$ cat config.mk
export PLATFORM = sky130hd
export DESIGN_NAME = right_hand_maze_follower_flat
export DESIGN_NICKNAME = d
export VERILOG_FILES = /design/src/sv/rhm_pkg.sv /design/src/sv/rhm_if.sv /design/src/sv/rhm_ram.sv /design/src/sv/right_hand_maze_follower.sv /design/src/flat_wrapper.sv
export SDC_FILE = /design/constraint.sdc
export NUM_CORES = 1
export LEC_CHECK = 0
export ABC_AREA = 1
export BUFFER_PORTS_ARGS = -buffer_cell sky130_fd_sc_hd__buf_2
export CAP_MARGIN = 25
export CORE_UTILIZATION = 45
export DETAILED_ROUTE_END_ITERATION = 8
export GPL_TIMING_DRIVEN = 0
export PLACE_DENSITY = 0.64
export SETUP_SLACK_MARGIN = 0.02
export SYNTH_ARGS = -nofsm -noshare
export SYNTH_HDL_FRONTEND = slang
export SYNTH_SLANG_ARGS = --single-unit
$ cat constraint.sdc
create_clock -name clk -period 9.5 [get_ports clk]
set_clock_uncertainty 0.15 [all_clocks]
set_input_delay 1.9 -clock clk [delete_from_list [all_inputs] [get_ports clk]]
set_output_delay 1.9 -clock clk [all_outputs]
set_load 0.1 [all_outputs]
$ cat src/sv/rhm_pkg.sv
// ----------------------------------------------------------------------------
// rhm_pkg: shared definitions for the right-hand maze follower
// Grid size defaults, move codes, sequencer states and the right-hand pick.
// ----------------------------------------------------------------------------
package rhm_pkg;

    localparam int GRID_W_DEF = 16;
    localparam int GRID_H_DEF = 16;

    typedef enum logic [1:0] {
        DIR_UP    = 2'd0,
        DIR_RIGHT = 2'd1,
        DIR_DOWN  = 2'd2,
        DIR_LEFT  = 2'd3
    } dir_t;

    // offsets relative to heading, in right-hand priority order
    localparam logic [1:0] OFF_RIGHT    = 2'd1;
    localparam logic [1:0] OFF_STRAIGHT = 2'd0;
    localparam logic [1:0] OFF_LEFT     = 2'd3;
    localparam logic [1:0] OFF_BACK     = 2'd2;

    typedef enum logic [1:0] {
        ST_CLEAR,
        ST_IDLE,
        ST_READ,
        ST_DECIDE
    } state_t;

    typedef struct packed {
        logic       found;
        logic [1:0] dir;
    } pick_t;

    // first open neighbour in right, straight, left, back order
    function automatic pick_t right_hand_pick(input logic [1:0] hd, input logic [3:0] open);
        logic [1:0] offs [4];
        logic [1:0] d;
        pick_t      p;
        offs[0] = OFF_RIGHT;
        offs[1] = OFF_STRAIGHT;
        offs[2] = OFF_LEFT;
        offs[3] = OFF_BACK;
        p.found = 1'b0;
        p.dir   = hd;
        for (int k = 3; k >= 0; k--)
        begin
            d = hd + offs[k];
            if (open[d])
            begin
                p.found = 1'b1;
                p.dir   = d;
            end
        end
        return p;
    endfunction

endpackage

$ cat src/sv/rhm_if.sv
// ----------------------------------------------------------------------------
// rhm interfaces: valid/ready channels of the maze follower
// Position channel in, move command channel out.
// ----------------------------------------------------------------------------
interface rhm_pos_if;
    logic       valid;
    logic       ready;
    logic [3:0] pos_x;
    logic [3:0] pos_y;

    modport source (output valid, output pos_x, output pos_y, input ready);
    modport sink   (input valid, input pos_x, input pos_y, output ready);
endinterface

interface rhm_move_if;
    logic       valid;
    logic       ready;
    logic [1:0] move_dir;
    logic       wall_learned;

    modport source (output valid, output move_dir, output wall_learned, input ready);
    modport sink   (input valid, input move_dir, input wall_learned, output ready);
endinterface

$ cat src/sv/rhm_ram.sv
// ----------------------------------------------------------------------------
// rhm_ram: generic simple dual-port RAM
// One write port, one read port, read data registered.
// ----------------------------------------------------------------------------
module rhm_ram #(
    parameter int WIDTH = 1,
    parameter int DEPTH = 256
) (
    input  logic                     clk,
    input  logic                     we,
    input  logic [$clog2(DEPTH)-1:0] waddr,
    input  logic [WIDTH-1:0]         wdata,
    input  logic [$clog2(DEPTH)-1:0] raddr,
    output logic [WIDTH-1:0]         rdata
);

    logic [WIDTH-1:0] mem [DEPTH];

    always_ff @(posedge clk)
    begin
        if (we)
        begin
            mem[waddr] <= wdata;
        end
        rdata <= mem[raddr];
    end

endmodule

$ cat src/sv/right_hand_maze_follower.sv
// ----------------------------------------------------------------------------
// right_hand_maze_follower: right-hand wall follower with learned walls
// Blocked-cell map in RAM, heading state in registers, one move per position.
// ----------------------------------------------------------------------------
// Usage:
//   pos  (sink)   : one transaction per robot step, carrying pos_x / pos_y.
//   move (source) : one transaction per step, carrying move_dir and
//                   wall_learned (set when the cell ahead was just marked).
// Timing: the four neighbour cells of an accepted position are read one
//   after another through the single read port of the map RAM, then the
//   decide state picks the move and writes back. A new position is taken
//   in the decide state of the previous one.
// Reset: rst_n clears heading and position state, then a clearing pass
//   writes every map cell, with pos.ready low.
// Stall: the result sits in an output register. A new position is accepted
//   while it waits; the next result holds in the decide cycle until the
//   output register frees up.
// ----------------------------------------------------------------------------
module right_hand_maze_follower #(
    parameter int GRID_W = rhm_pkg::GRID_W_DEF,
    parameter int GRID_H = rhm_pkg::GRID_H_DEF
) (
    input  logic        clk,
    input  logic        rst_n,
    rhm_pos_if.sink     pos,
    rhm_move_if.source  move
);

    localparam int DEPTH = GRID_W * GRID_H;
    localparam int AW    = $clog2(DEPTH);
    localparam logic [6:0] GW = 7'(GRID_W);
    localparam logic [6:0] GH = 7'(GRID_H);

    rhm_pkg::state_t state_reg, state_next;
    logic [1:0]    rd_cnt_reg, rd_cnt_next;
    logic [AW-1:0] clr_cnt_reg, clr_cnt_next;

    logic [3:0] px_reg, py_reg;
    logic [3:0] last_x_reg, last_x_next;
    logic [3:0] last_y_reg, last_y_next;
    logic [1:0] heading_reg, heading_next;
    logic [1:0] prior_reg, prior_next;
    logic [1:0] last_move_reg, last_move_next;
    logic [2:0] blk_reg;

    logic       out_valid_reg, out_valid_next;
    logic [1:0] out_dir_reg;
    logic       out_wall_reg;

    logic          we;
    logic [AW-1:0] waddr;
    logic          wdata;
    logic [AW-1:0] raddr;
    logic          rdata;

    logic [3:0]    inb;
    logic [AW-1:0] nidx [4];
    logic [3:0]    blk;
    logic [3:0]    open;
    logic          out_free;
    logic          in_acc;
    logic          finish;
    logic          learn;
    logic [1:0]    new_dir;
    rhm_pkg::pick_t pick;

    rhm_ram #(
        .WIDTH (1),
        .DEPTH (DEPTH)
    ) u_map (
        .clk   (clk),
        .we    (we),
        .waddr (waddr),
        .wdata (wdata),
        .raddr (raddr),
        .rdata (rdata)
    );

    // neighbour bounds and cell indexes of the held position
    always_comb
    begin
        logic [6:0] x7, y7;
        logic [6:0] nx [4];
        logic [6:0] ny [4];
        logic [13:0] lin;
        x7 = {3'b0, px_reg};
        y7 = {3'b0, py_reg};
        nx[rhm_pkg::DIR_UP]    = x7;
        ny[rhm_pkg::DIR_UP]    = y7 - 7'd1;
        nx[rhm_pkg::DIR_RIGHT] = x7 + 7'd1;
        ny[rhm_pkg::DIR_RIGHT] = y7;
        nx[rhm_pkg::DIR_DOWN]  = x7;
        ny[rhm_pkg::DIR_DOWN]  = y7 + 7'd1;
        nx[rhm_pkg::DIR_LEFT]  = x7 - 7'd1;
        ny[rhm_pkg::DIR_LEFT]  = y7;
        inb[rhm_pkg::DIR_UP]    = (py_reg != 4'd0) && (x7 < GW) && (ny[0] < GH);
        inb[rhm_pkg::DIR_RIGHT] = (nx[1] < GW) && (y7 < GH);
        inb[rhm_pkg::DIR_DOWN]  = (x7 < GW) && (ny[2] < GH);
        inb[rhm_pkg::DIR_LEFT]  = (px_reg != 4'd0) && (nx[3] < GW) && (y7 < GH);
        for (int d = 0; d < 4; d++)
        begin
            lin = {7'b0, ny[d]} * {7'b0, GW} + {7'b0, nx[d]};
            nidx[d] = inb[d] ? lin[AW-1:0] : '0;
        end
    end

    assign blk  = {rdata, blk_reg};
    assign open = inb & ~blk;
    assign pick = rhm_pkg::right_hand_pick(heading_reg, open);

    assign learn = (px_reg == last_x_reg) && (py_reg == last_y_reg)
                   && inb[heading_reg] && !blk[heading_reg];

    assign out_free = !out_valid_reg || move.ready;
    assign finish   = (state_reg == rhm_pkg::ST_DECIDE) && out_free;
    assign pos.ready = (state_reg == rhm_pkg::ST_IDLE) || finish;
    assign in_acc   = pos.valid && pos.ready;

    assign new_dir = learn ? prior_reg : (pick.found ? pick.dir : last_move_reg);

    always_comb
    begin
        state_next     = state_reg;
        rd_cnt_next    = rd_cnt_reg;
        clr_cnt_next   = clr_cnt_reg;
        last_x_next    = last_x_reg;
        last_y_next    = last_y_reg;
        heading_next   = heading_reg;
        prior_next     = prior_reg;
        last_move_next = last_move_reg;
        out_valid_next = out_valid_reg && !move.ready;
        we             = 1'b0;
        waddr          = nidx[heading_reg];
        wdata          = 1'b1;
        raddr          = nidx[rd_cnt_reg];

        case (state_reg)
            rhm_pkg::ST_CLEAR:
            begin
                we           = 1'b1;
                waddr        = clr_cnt_reg;
                wdata        = 1'b0;
                clr_cnt_next = clr_cnt_reg + AW'(1);
                if (clr_cnt_reg == AW'(DEPTH - 1))
                begin
                    state_next = rhm_pkg::ST_IDLE;
                end
            end
            rhm_pkg::ST_IDLE:
            begin
                if (in_acc)
                begin
                    state_next  = rhm_pkg::ST_READ;
                    rd_cnt_next = 2'd0;
                end
            end
            rhm_pkg::ST_READ:
            begin
                rd_cnt_next = rd_cnt_reg + 2'd1;
                if (rd_cnt_reg == 2'd3)
                begin
                    state_next = rhm_pkg::ST_DECIDE;
                end
            end
            rhm_pkg::ST_DECIDE:
            begin
                // keep the left neighbour on the read port while stalled
                raddr = nidx[rhm_pkg::DIR_LEFT];
                if (finish)
                begin
                    we             = learn;
                    last_x_next    = px_reg;
                    last_y_next    = py_reg;
                    last_move_next = new_dir;
                    out_valid_next = 1'b1;
                    if (learn)
                    begin
                        heading_next = prior_reg;
                    end
                    else
                    begin
                        prior_next = heading_reg;
                        if (pick.found)
                        begin
                            heading_next = pick.dir;
                        end
                    end
                    if (in_acc)
                    begin
                        state_next  = rhm_pkg::ST_READ;
                        rd_cnt_next = 2'd0;
                    end
                    else
                    begin
                        state_next = rhm_pkg::ST_IDLE;
                    end
                end
            end
            default:
            begin
                state_next = rhm_pkg::ST_IDLE;
            end
        endcase
    end

    always_ff @(posedge clk or negedge rst_n)
    begin
        if (!rst_n)
        begin
            state_reg     <= rhm_pkg::ST_CLEAR;
            rd_cnt_reg    <= 2'd0;
            clr_cnt_reg   <= '0;
            last_x_reg    <= 4'd0;
            last_y_reg    <= 4'd0;
            heading_reg   <= rhm_pkg::DIR_UP;
            prior_reg     <= rhm_pkg::DIR_UP;
            last_move_reg <= rhm_pkg::DIR_UP;
            out_valid_reg <= 1'b0;
        end
        else
        begin
            state_reg     <= state_next;
            rd_cnt_reg    <= rd_cnt_next;
            clr_cnt_reg   <= clr_cnt_next;
            last_x_reg    <= last_x_next;
            last_y_reg    <= last_y_next;
            heading_reg   <= heading_next;
            prior_reg     <= prior_next;
            last_move_reg <= last_move_next;
            out_valid_reg <= out_valid_next;
        end
    end

    // payload: position, captured map bits, result
    always_ff @(posedge clk)
    begin
        if (in_acc)
        begin
            px_reg <= pos.pos_x;
            py_reg <= pos.pos_y;
        end
        // data of the read issued last cycle
        if ((state_reg == rhm_pkg::ST_READ) && (rd_cnt_reg != 2'd0))
        begin
            blk_reg[rd_cnt_reg - 2'd1] <= rdata;
        end
        if (finish)
        begin
            out_dir_reg  <= new_dir;
            out_wall_reg <= learn;
        end
    end

    assign move.valid        = out_valid_reg;
    assign move.move_dir     = out_dir_reg;
    assign move.wall_learned = out_wall_reg;

endmodule
$ cat src/flat_wrapper.sv
// flat-port wrapper written by rule: the top's interface ports become plain ports
module right_hand_maze_follower_flat 
#(
    parameter int GRID_W = rhm_pkg::GRID_W_DEF,
    parameter int GRID_H = rhm_pkg::GRID_H_DEF
)
  (clk, rst_n, pos_valid, pos_pos_x, pos_pos_y, pos_ready, move_valid, move_move_dir, move_wall_learned, move_ready);
  rhm_pos_if pos_i ();
  rhm_move_if move_i ();
  input  logic clk;
  input  logic rst_n;
  input wire logic [$bits(pos_i.valid)-1:0] pos_valid;
  input wire logic [$bits(pos_i.pos_x)-1:0] pos_pos_x;
  input wire logic [$bits(pos_i.pos_y)-1:0] pos_pos_y;
  output wire logic [$bits(pos_i.ready)-1:0] pos_ready;
  output wire logic [$bits(move_i.valid)-1:0] move_valid;
  output wire logic [$bits(move_i.move_dir)-1:0] move_move_dir;
  output wire logic [$bits(move_i.wall_learned)-1:0] move_wall_learned;
  input wire logic [$bits(move_i.ready)-1:0] move_ready;
  assign pos_i.valid = pos_valid;
  assign pos_i.pos_x = pos_pos_x;
  assign pos_i.pos_y = pos_pos_y;
  assign pos_ready = pos_i.ready;
  assign move_valid = move_i.valid;
  assign move_move_dir = move_i.move_dir;
  assign move_wall_learned = move_i.wall_learned;
  assign move_i.ready = move_ready;
  right_hand_maze_follower #(.GRID_W(GRID_W), .GRID_H(GRID_H)) u_core (.clk(clk), .rst_n(rst_n), .pos(pos_i), .move(move_i));
endmodule
**Word-level counts from Yosys, hierarchy flattened**

Memories as Yosys holds them, arrays and structs flattened. A register that Yosys moved wholly into a read port is not among the register bits.
Cells that the tools add are included.

- Flip-flop bits (word level): 41
- RAM bits: 256
- Input bits: 12
- Output and inout bits: 5
- Word-level logic and storage cells: 134
- Memories: 1

- Add/sub/neg operators: 14
- Magnitude comparators: 12
- Equal/unequal tests: 11
- Mux-type cells: 51
- Bitwise logic cells: 5
- Reductions and logical operators: 26

Memories:

| memory | words | width | rd ports | clocked after Yosys merged registers in | write ports | RTL line | source |
|---|---|---|---|---|---|---|---|
| u_core.u_map.mem | 256 | 1 | 1 | 1 | 1 | rhm_ram.sv:17 | `logic [WIDTH-1:0] mem [DEPTH];` |

Operators by type and width:

| kind | count |
|---|---|
| 2-to-1 mux 8 bit | 10 |
| binary-select mux 8 bit (select 2 bit) | 2 |
| 2-to-1 mux 2 bit | 11 |
| < comparator 7 x 5 -> 1 bit (second input constant) | 3 |
| adder 8 x 4 -> 8 bit | 2 |
| adder 8 x 7 -> 8 bit | 2 |
| < comparator 2 x 3 -> 1 bit (second input constant) | 5 |
| 2-to-1 mux 1 bit | 13 |
| binary-select mux 1 bit (select 2 bit) | 6 |
| 2-to-1 mux 3 bit | 4 |
| adder 4 x 1 -> 5 bit (second input constant) | 2 |
| logical AND 1 bit | 10 |
| subtractor 4 x 1 -> 5 bit (second input constant) | 2 |
| adder 8 x 1 -> 8 bit (second input constant) | 1 |
| == test 4 bit | 2 |
| == test 8 bit (second input constant) | 1 |
| inequality test 2 x 1 -> 1 bit (second input constant) | 4 |
| case mux 2 bit (4 select lines) | 1 |
| nonzero test 4 bit | 2 |
| == test 2 bit (second input constant) | 3 |
| greater-or-equal comparator 3 bit (second input constant) | 2 |
| inverter 2 -> 3 bit | 2 |
| case mux 2 bit (3 select lines) | 1 |
| AND reduction 3 bit | 2 |
| 19 further kinds | 26 |

**Logic depth before layout (Yosys ltp)**

Gate-level depths: netlist of the first run.

- Depth after elaboration: 12
- Depth in mapped cells: 21

**Hierarchy**

A second synthesis of the first run with hierarchy kept.

- Cell total of the unflattened synthesis: 1619
- Area total of the unflattened synthesis: 14971.9 µm²

By module, submodules not included:

| module | times used | cells each | area an instance (µm²) | seq. area each (µm²) |
|---|---|---|---|---|
| rhm_ram | 1 | 1184 | 11717.5 | 7707.4 |
| right_hand_maze_follower | 1 | 435 | 3254.4 | 1096.1 |

**Least setup slack after synthesis of the first run**

Ideal clock, no wire load.

- Path kind: flip-flop to flip-flop
- Start point: reg u_core.state_reg[0]
- End point: mem u_core.u_map.mem[102], enable pin
- Setup time: 0.300 ns
- Data arrival time: 6.638 ns
- Data required time: 9.050 ns
- Path slack: 2.412 ns
- Cell stages (with the launch flop): 10
- Path buffers: 2
- Clock period less this slack: 7.088 ns
- Path through: dfrtp_1 -> inv_1 -> ha_1 -> inv_1 -> clkbuf_1 -> o21ai_0 -> nor2_1 -> nand2_1 -> clkbuf_1 -> nor2_1

- Cells in the longest elaborated chain, start to end: 6
- Elaborated cells between the ends (all ways): 8

RTL lines:

| item | RTL line | source |
|---|---|---|
| from (decl) | right_hand_maze_follower.sv:34 | `rhm_pkg::state_t state_reg, state_next;` |
| from (signal assigned) | right_hand_maze_follower.sv:210 | `state_reg <= rhm_pkg::ST_CLEAR;` |
| from (signal assigned) | right_hand_maze_follower.sv:222 | `state_reg <= state_next;` |
| == test 2 bit | right_hand_maze_follower.sv:115, right_hand_maze_follower.sv:137 |  |
| logical AND 1 bit | right_hand_maze_follower.sv:115 | `assign finish = (state_reg == rhm_pkg::ST_DECIDE) && out_free;` |
| 2-to-1 mux 1 bit | right_hand_maze_follower.sv:169 | `if (finish)` |
| case mux 1 bit (2 select lines) | right_hand_maze_follower.sv:137 | `case (state_reg)` |
| 2-to-1 mux 1 bit | rhm_ram.sv:21 | `if (we)` |
| 2-to-1 mux 1 bit (not written as such) | rhm_ram.sv:23 | `mem[waddr] <= wdata;` |
| to (decl) | rhm_ram.sv:17 |  |

Several ways; a longest one is shown, not always the timed one.

**Final worst setup path of the first run**

- Start point: in move_ready
- End point: out pos_ready

- Cells in the longest elaborated chain, start to end: 3

RTL lines:

| item | RTL line | source |
|---|---|---|
| from (decl) | flat_wrapper.sv:19 | `input wire logic [$bits(move_i.ready)-1:0] move_ready;` |
| logical OR 1 bit | right_hand_maze_follower.sv:114 | `assign out_free = !out_valid_reg \|\| move.ready;` |
| logical AND 1 bit | right_hand_maze_follower.sv:115 |  |
| logical OR 1 bit | right_hand_maze_follower.sv:116 | `assign pos.ready = (state_reg == rhm_pkg::ST_IDLE) \|\| finish;` |
| to (decl) | flat_wrapper.sv:15 | `output wire logic [$bits(pos_i.ready)-1:0] pos_ready;` |

No other way between the ends.

==> results.md, run 1 <==
* Run status: finished clean
* CTS buffer count at 34
* Antenna violation net count after detailed routing at 0
* CP startpoint: move_ready
* CP startpoint kind: primary input
* Congestion Overflow GR at 0
* FP Rows at 68
* CP max stage delay at 0.43 ns
* I/O pin total at 17
* Hold path start: u_core.clr_cnt_reg[4]$_DFFE_PN0P_
* Number of synthesized flops with an enable pin at 270
* R2r worst-path depth at 15
* Power per Cell Area at roughly 370 mW/mm2
* Area growth, synth to finish at 11.2%
* First-pass DRT Iterations at 6
* #FFs+latches synth at 298
* Clock root cell: clkbuf_16
* Pin count of the biggest net entering global routing at 106
* Post-synth net total at 1844
* Worst Hold End: u_core.clr_cnt_reg[4]$_DFFE_PN0P_
* Worst path top cell family by delay: buffers and inverters
* Fin cells at approximately 2300
* Drt via density at 5.48
* Max clock buf depth at 3
* Die X at 189 um
* Clock H-tree levels at 2
* Max Freq at 206 MHz
* Hold Path Cell Cnt at 1
* WP data arrival at about 2.8 ns
* Avg WL per Cell at 20.8 um
* Initial Utilization at 45.7%
* Chip height at 189 um
* Cell area after synthesis at 0.0157 mm2
* Full die area at 0.0357 mm2
* IO Port Bufs at 16
* Maximum vdd drop at 0.204 mV
* Placed cell areas at 0.0165 mm2
* Worst path depth at 6
* WHS at 0.314 ns
* CP bufs+invs at 3
* Layout cell share with drive strength beyond 1 at 9.95%
* Core area at around 0.034 mm2
* Routability congestion estimate at 0.948
* Dpl cells at 2284
* CTS clk-pin slew, worst paths at 0.05 ns
* Reg2reg setup slack at approximately 5 ns
* Latest clock arrival within the worst-skew pair at roughly 0.54 ns
* Hold_buf cts at 0
* Final setup vio count at 0
* Async S/R FF share, synth at 9.06%
* TritonCTS clock tree: done
* Top FF cell, synth: edfxtp_1
* Overall Power at 6.56 mW
* Hpwl dp at 31.9 mm
* Crit Path Max Fanout at 4
* Yosys warning total at 0
* Number of flip-flops in the largest register at 256
* Fin. max-slew vios at 0
* Register area share after synthesis at 55.9%
* Crit path cell chain: buf_2, inv_1, nand2_1, nand2_1, nand2_1, buf_2
* Fillers at 3243
* Fin area at 0.0175 mm2
* Leak pwr at 7.21 nW
* Minimum clock period after layout at 4.86 ns
* Vias after detailed routing at 12800
* Mapped Cells at 1811
* Synth cell types at 48
* Total Routing Usage GR at 27.6%
* Worst Hold Class: register to register
* Initial antenna violation count at 0
* Worst flop-to-flop path endpoint: u_core.u_map.mem[77]$_DFFE_PP_
* Critical path's most frequent cell: nand2_1
* Critical R2R Launch: u_core.px_reg[0]$_DFFE_PP_
* Slowest cell on the critical path: buf_2
* Post_cts resized at 0
* Tcrit/Tclk final at 51.2%
* Crit Path Category: primary input to output port
* WL final at 48.8 mm
* Setup TNS Final at 0 ns
* Leading cell type in the layout, fill and taps excluded: nand2_1
* Setup bufs post-CTS at 0
* Ant diodes at 0
* Commonest non-fill, non-tap cells in the layout: 417 x nand2_1, 286 x nor2_1, 270 x edfxtp_1, 253 x inv_1, 239 x nand3_1
* Nets@finish at 1898
* Final hold vios at 0
* Synth Area per Inst at 8.70 um2
* Initial DRC count at 1780
* Worst slew pin tran at 1.20 ns
* Slew HR at 20.1%
* Crit end category: output port
* Vias in the first global route at around 12000
* RSZ-0062 raised after global routing: false
* CP required at ~7.5 ns
* Max-cap violations at 0
* DRC at 0
* First-pass GRT wire length at 72.8 mm
* Clock Sinks at 298
## per-stage QoR
stage	utilization [%]	setup WS [ns]
after global routing	50.8	4.57
after CTS	50.8	4.63
after detailed placement	47.8	4.63
after global placement	47.6	-1.93
after floorplan	-	2.41
final	50.8	4.64
## Yosys cell counts, types with 3 or more instances
cell      instances  area share (%)
nand4_1           3            0.12
nand2_1         417             9.9
nor3_4            4            0.41
buf_2            49             1.6
nor3_1            5            0.16
xor2_1            7            0.39
o21a_1            3            0.14
ha_1             20             1.6
xnor2_1           8            0.44
clkbuf_1         20            0.48
inv_2             3           0.071
a31oi_1           5            0.20
buf_6            21             1.5
nand3b_1          5            0.24
nand3_1         239             7.6
edfxtp_1        270              51
a21oi_1          12            0.38
nor2_2            9            0.36
nand2_2          22            0.87
dfrtp_1          27             4.3
o22ai_1           5            0.20
or2_2             5            0.20
buf_4             4            0.19
inv_1           253             6.0
o211ai_1         15            0.72
o21ai_0          60             1.9
nor2_1          286             6.8
nor4_1            3            0.12
o21ai_1           5            0.16
## metal layers
metal | vias up | part of all wire, % | global-route usage (%)
met3 | 110 | 10 | 4.58
met4 | 0 | 3.4 | 9.62
met5 | - | 0 | 0
met1 | 6097 | 41 | 38.7
met2 | 674 | 45 | 43.3
li1 | 5959 | - | -
## final cells by class
cell class | instances | area [um2] | share of cell area (%)
sequential | 298 | 8800 | 50.3
tap | 455 | 569 | 3.25
clock inverter | 11 | 101 | 0.579
inverter | 257 | 965 | 5.51
multi-input combinational | 1159 | 5380 | 30.7
clock buffer | 49 | 960 | 5.48
timing repair buffer | 18 | 135 | 0.771
buffer | 97 | 603 | 3.44
## report_power, final
part,internal [mW],switching [mW],total (mW)
Sequential,1.72,0.0535,1.77
Clock,0.733,0.538,1.27
Combinational,0.844,2.67,3.52
Total,3.30,3.26,6.56
## cells by family after synthesis
family	Yosys count	synth area share, %
AND/OR/NAND/NOR	1006	27.3
buffers and inverters	354	9.93
flip-flops	298	55.9
AO/OA/AOI/OAI	117	4.35
adder cells (fa/ha/maj)	21	1.72
XOR/XNOR	15	0.834
## worst max-delay path by stage
stage                                      endpoint
floorplan           u_core.u_map.mem[102]$_DFFE_PP_
global placement     u_core.u_map.mem[77]$_DFFE_PP_
detailed placement                        pos_ready
CTS                                       pos_ready
global route                              pos_ready
finish                                    pos_ready
Power figures use the tool's default switching activity.
==> run 2: changes to the inputs <==
==> constraint.sdc (replaced) <==
create_clock -name clk -period 4.9 [get_ports clk]
set_clock_uncertainty 0.15 [all_clocks]
set_input_delay 0.98 -clock clk [delete_from_list [all_inputs] [get_ports clk]]
set_output_delay 0.98 -clock clk [all_outputs]
set_load 0.1 [all_outputs]
==> results.md, run 2 (same netlist as run 1, synthesis figures left out) <==
* Vias in the first global route at 12000
* CP required at 4.97 ns
* Antenna violation net count after detailed routing at 0
* Initial DRC count at 1722
* Congestion Overflow GR at 0
* Worst Hold Class: register to register
* Nets@finish at 1897
* Pin count of the biggest net entering global routing at between 150 and 200
* Avg WL per Cell at 20.9 um
* First-pass GRT wire length at 72.3 mm
* Core area at 0.0345 mm2
* Hpwl dp at 31.7 mm
* Hold_buf cts at 0
* Crit Path Category: register to register
* Vias after detailed routing at 13000
* Drt via density at 5.54
* Initial Utilization at 45.7%
* Critical R2R Launch: u_core.px_reg[0]$_DFFE_PP_
* Clock root cell: clkbuf_16
* Overall Power at 12.6 mW
* Minimum clock period after layout at ~4.5 ns
* DRC at 0
* Fin cells at 2340
* CTS buffer count at 34
* CTS clk-pin slew, worst paths at 0.06 ns
* Crit Path Max Fanout at 10
* CP startpoint: u_core.px_reg[0]$_DFFE_PP_
* Worst flop-to-flop path endpoint: u_core.u_map.mem[77]$_DFFE_PP_
* IO Port Bufs at 16
* Crit end category: register
* Final setup vio count at 0
* Hold path start: u_core.clr_cnt_reg[4]$_DFFE_PN0P_
* Dpl cells at 2283
* Fin. max-slew vios at 0
* Worst slew pin tran at 1.11 ns
* Layout cell share with drive strength beyond 1 at 9.66%
* Hold Path Cell Cnt at 1
* Clock Sinks at 298
* Latest clock arrival within the worst-skew pair at 0.53 ns
* I/O pin total at 17
* Die X at 189 um
* R2r worst-path depth at 15
* Slew HR at approximately a quarter
* Max-cap violations at 0
* Tcrit/Tclk final at 91.8%
* Initial antenna violation count at 0
* Commonest non-fill, non-tap cells in the layout: 417 x nand2_1, 286 x nor2_1, 270 x edfxtp_1, 253 x inv_1, 239 x nand3_1
* WHS at 0.327 ns
* Chip height at 189 um
* Ant diodes at 0
* WL final at a little under 50 mm
* Number of flip-flops in the largest register at 256
* CP startpoint kind: register
* Total Routing Usage GR at between 20% and 30%
* Reg2reg setup slack at about 0.40 ns
* First-pass DRT Iterations at 5
* Clock H-tree levels at 2
* Routability congestion estimate at roughly 0.97
* Area growth, synth to finish at 10.8%
* Power per Cell Area at approximately 720 mW/mm2
* Fillers at between 3000 and 4000
* RSZ-0062 raised after global routing: false
* Leading cell type in the layout, fill and taps excluded: nand2_1
* Post_cts resized at 0
* Run status: finished clean
* FP Rows at 68
* Final hold vios at 0
* Max clock buf depth at 3
* Setup bufs post-CTS at 0
* Max Freq at 222 MHz
* TritonCTS clock tree: done
* Leak pwr at 7.17 nW
* Maximum vdd drop at 0.472 mV
* Worst Hold End: u_core.clr_cnt_reg[4]$_DFFE_PN0P_
* Full die area at between 0.03 and 0.04 mm2
* WP data arrival at approximately 4.6 ns
## run 2: where the power goes
part	internal, mW	switching [mW]	leakage [nW]
registers	3.34	0.104	2.76
logic	1.62	5.19	3.92
clock network	1.37	1.02	0.486
## run 2: how the worst max path moves through the flow
stage                                                  to  slack, ns
after global placement     u_core.u_map.mem[76]$_DFFE_PP_      -2.02
after CTS                 u_core.u_map.mem[160]$_DFFE_PP_       0.50
final                      u_core.u_map.mem[77]$_DFFE_PP_       0.40
after detailed placement   u_core.u_map.mem[77]$_DFFE_PP_       0.52
after global routing      u_core.u_map.mem[166]$_DFFE_PP_       0.12
after floorplan           u_core.u_map.mem[102]$_DFFE_PP_       0.38
## run 2: per-stage QoR
step	utilization [%]	cell area, um2	worst slack (ns)	TNS, ns
2_1_floorplan	-	15800	0.380	0
3_3_place_gp	47.6	16400	-2.02	-535.98
3_5_place_dp	47.7	16400	0.522	0
4_1_cts	50.6	17500	0.504	0
5_1_grt	50.6	17500	0.120	0
6_report	50.6	17500	0.402	0
## run 2: critical path, stage by stage (launching register included)
cell and delay [ns]:
edfxtp_1 0.38, buf_2 0.21, inv_1 0.20, ha_1 0.20, inv_1 0.07, nor3_1 0.49, ha_1 0.30, fa_1 0.44
nand2_1 0.11, inv_1 0.05, o21ai_0 0.15, o22ai_1 0.15, nor2_1 0.44, nand2_1 0.30, clkbuf_1 0.34, nor2_1 0.22
## run 2: cell type report
| type | instances | area [um2] | area share, % |
|---|---|---|---|
| Clock buffer | 46 | 917 | 5.26 |
| Buffer | 97 | 609 | 3.49 |
| Multi-Input combinational cell | 1159 | 5380 | 30.8 |
| Inverter | 257 | 965 | 5.53 |
| Clock inverter | 11 | 97.6 | 0.559 |
| Tap cell | 455 | 569 | 3.26 |
| Sequential cell | 298 | 8800 | 50.4 |
| Timing Repair Buffer | 17 | 108 | 0.617 |
## run 2: routing by layer
metal,up-vias,track usage (%),part of all wire (%)
li1,5956,-,-
met2,704,42.8,45
met1,6177,38.0,41
met3,123,4.80,10
met5,-,0,0
met4,0,10.4,3.7
==> run 3: changes to the inputs <==
--- a/config.mk
+++ b/config.mk
@@ -10,8 +10,7 @@
 export CAP_MARGIN = 25
 export CORE_UTILIZATION = 45
 export DETAILED_ROUTE_END_ITERATION = 8
-export GPL_TIMING_DRIVEN = 0
-export PLACE_DENSITY = 0.64
+export PLACE_DENSITY = 0.57
 export SETUP_SLACK_MARGIN = 0.02
 export SYNTH_ARGS = -nofsm -noshare
 export SYNTH_HDL_FRONTEND = slang
==> results.md, run 3 (same netlist as run 1, synthesis figures left out) <==
* Run status: finished clean
* I/O pin total at 17
* IO Port Bufs at 16
* Final hold vios at 0
* Clock root cell: clkbuf_16
* Maximum vdd drop at 0.473 mV
* Crit path cell chain: inv_1, ha_1, inv_1, nor3_1, ha_1, a21o_1, a21oi_1, nor2_1, nor2_1, nand2_1, o221ai_1, o21ai_2, nor2_1, nand2_1, nor2_1
* Crit Path Category: register to register
* Initial DRC count at approximately 1200
* Crit Path Max Fanout at 16
* Ant diodes at 0
* Commonest non-fill, non-tap cells in the layout: 416 x nand2_1, 286 x nor2_1, 270 x edfxtp_1, 252 x inv_1, 239 x nand3_1
* RSZ-0062 raised after global routing: false
* First-pass DRT Iterations at 6
* Leak pwr at just under 7 nW
* Setup bufs post-CTS at 0
* WHS at between 0.3 and 0.4 ns
* Nets@finish at 1817
* Fin. max-slew vios at 0
* Placed cell areas at 0.0160 mm2
* Antenna violation net count after detailed routing at 0
* Crit end category: register
* Clock H-tree levels at 2
* Routability congestion estimate at between 0.9 and 1
* Vias after detailed routing at 12000
* Critical path's most frequent cell: nor2_1
* Tcrit/Tclk final at 90.5%
* Leading cell type in the layout, fill and taps excluded: nand2_1
* Max clock buf depth at 3
* Pre-CTS setup slack at between 0.4 and 0.5 ns
* Pin count of the biggest net entering global routing at around 100
* FP Rows at 68
* CP max stage delay at ~0.55 ns
* Die X at ~190 um
* Avg WL per Cell at 18.6 um
* WL final at 42.0 mm
* Worst Hold Class: register to register
* Total Routing Usage GR at 23.9%
* DRC at 0
* Power per Cell Area at 694 mW/mm2
* Post_cts resized at 0
* Worst path top cell family by delay: simple AND/OR/NAND/NOR gates
* Worst slew pin tran at 0.942 ns
* Slew HR at between 30% and 40%
* Layout cell share with drive strength beyond 1 at under 10%
* WP data arrival at 4.50 ns
* First-pass GRT wire length at 65.1 mm
* Drt via density at 5.32
* Full die area at 0.0357 mm2
* Core area at 0.0345 mm2
* Chip height at 189 um
* Fin util at 49.7%
* Dpl cells at ~2200
* Max Freq at roughly 230 MHz
* Hpwl dp at about 24 mm
* CP startpoint kind: register
* Number of flip-flops in the largest register at 256
* Fin area at 0.0171 mm2
* Hold_buf cts at 0
* CTS clk-pin slew, worst paths at 0.06 ns
* Latest clock arrival within the worst-skew pair at 0.53 ns
* Overall Power at ~12 mW
* CTS buffer count at 34
* Setup TNS Final at 0 ns
* CP bufs+invs at 2
* Area growth, synth to finish at 8.65%
* TritonCTS clock tree: done
* Fin cells at 2260
* CP required at 4.97 ns
* Initial Utilization at ~46%
* Clock Sinks at 298
* Final setup vio count at 0
* Minimum clock period after layout at 4.43 ns
* Congestion Overflow GR at 0
* Vias in the first global route at 11200
* Max-cap violations at 0
* Slowest cell on the critical path: edfxtp_1
* Final worst slack at roughly 0.47 ns
* Initial antenna violation count at 1
run 3: worst register-to-register path, cell delays in order, from the launching register on:
cell	delay [ns]
edfxtp_1	0.55
inv_1	0.24
ha_1	0.20
inv_1	0.07
nor3_1	0.46
ha_1	0.35
a21o_1	0.16
a21oi_1	0.18
nor2_1	0.06
nor2_1	0.09
nand2_1	0.08
o221ai_1	0.21
o21ai_2	0.11
nor2_1	0.48
nand2_1	0.51
nor2_1	0.25
run 3: final cells by class:
type	count	area (um2)
Timing Repair Buffer	34	265
Sequential cell	298	8800
Clock buffer	46	937
Clock inverter	11	150
Tap cell	455	569
Fill cell	3271	17300
Inverter	257	970
Multi-Input combinational cell	1159	5420
run 3: where the power goes:
part           total, mW  switching (mW)  internal (mW)
registers           3.49           0.149           3.34
logic               5.87            4.39           1.48
clock network       2.51            1.01           1.50
total               11.9            5.54           6.32
run 3: per-layer routing:
layer / GRT usage [%] / share of wire [%] / wire length, um / vias up
met4: 6.58 / 2.1 / 876 / 0
li1: - / - / - / 5781
met2: 38.1 / 46 / 19400 / 388
met1: 34.3 / 45 / 18900 / 5796
met5: 0 / 0 / 0 / -
met3: 3.11 / 6.6 / 2780 / 61
run 3: path summary, 6_finish.rpt:
path,cells after the start,endpoint,slack (ns),from
setup / recovery,15,u_core.u_map.mem[152]$_DFFE_PP_,0.47,u_core.px_reg[0]$_DFFE_PP_
hold / removal,1,u_core.clr_cnt_reg[4]$_DFFE_PN0P_,0.32,u_core.clr_cnt_reg[4]$_DFFE_PN0P_
setup reg to reg,15,u_core.u_map.mem[152]$_DFFE_PP_,0.47,u_core.px_reg[0]$_DFFE_PP_
hold reg to reg,1,u_core.clr_cnt_reg[4]$_DFFE_PN0P_,0.32,u_core.clr_cnt_reg[4]$_DFFE_PN0P_
max in group asynchronous,1,u_core.last_move_reg[0]$_DFFE_PN0P_,3.83,rst_n
min in group asynchronous,1,u_core.move.valid$_DFF_PN0_,0.33,rst_n
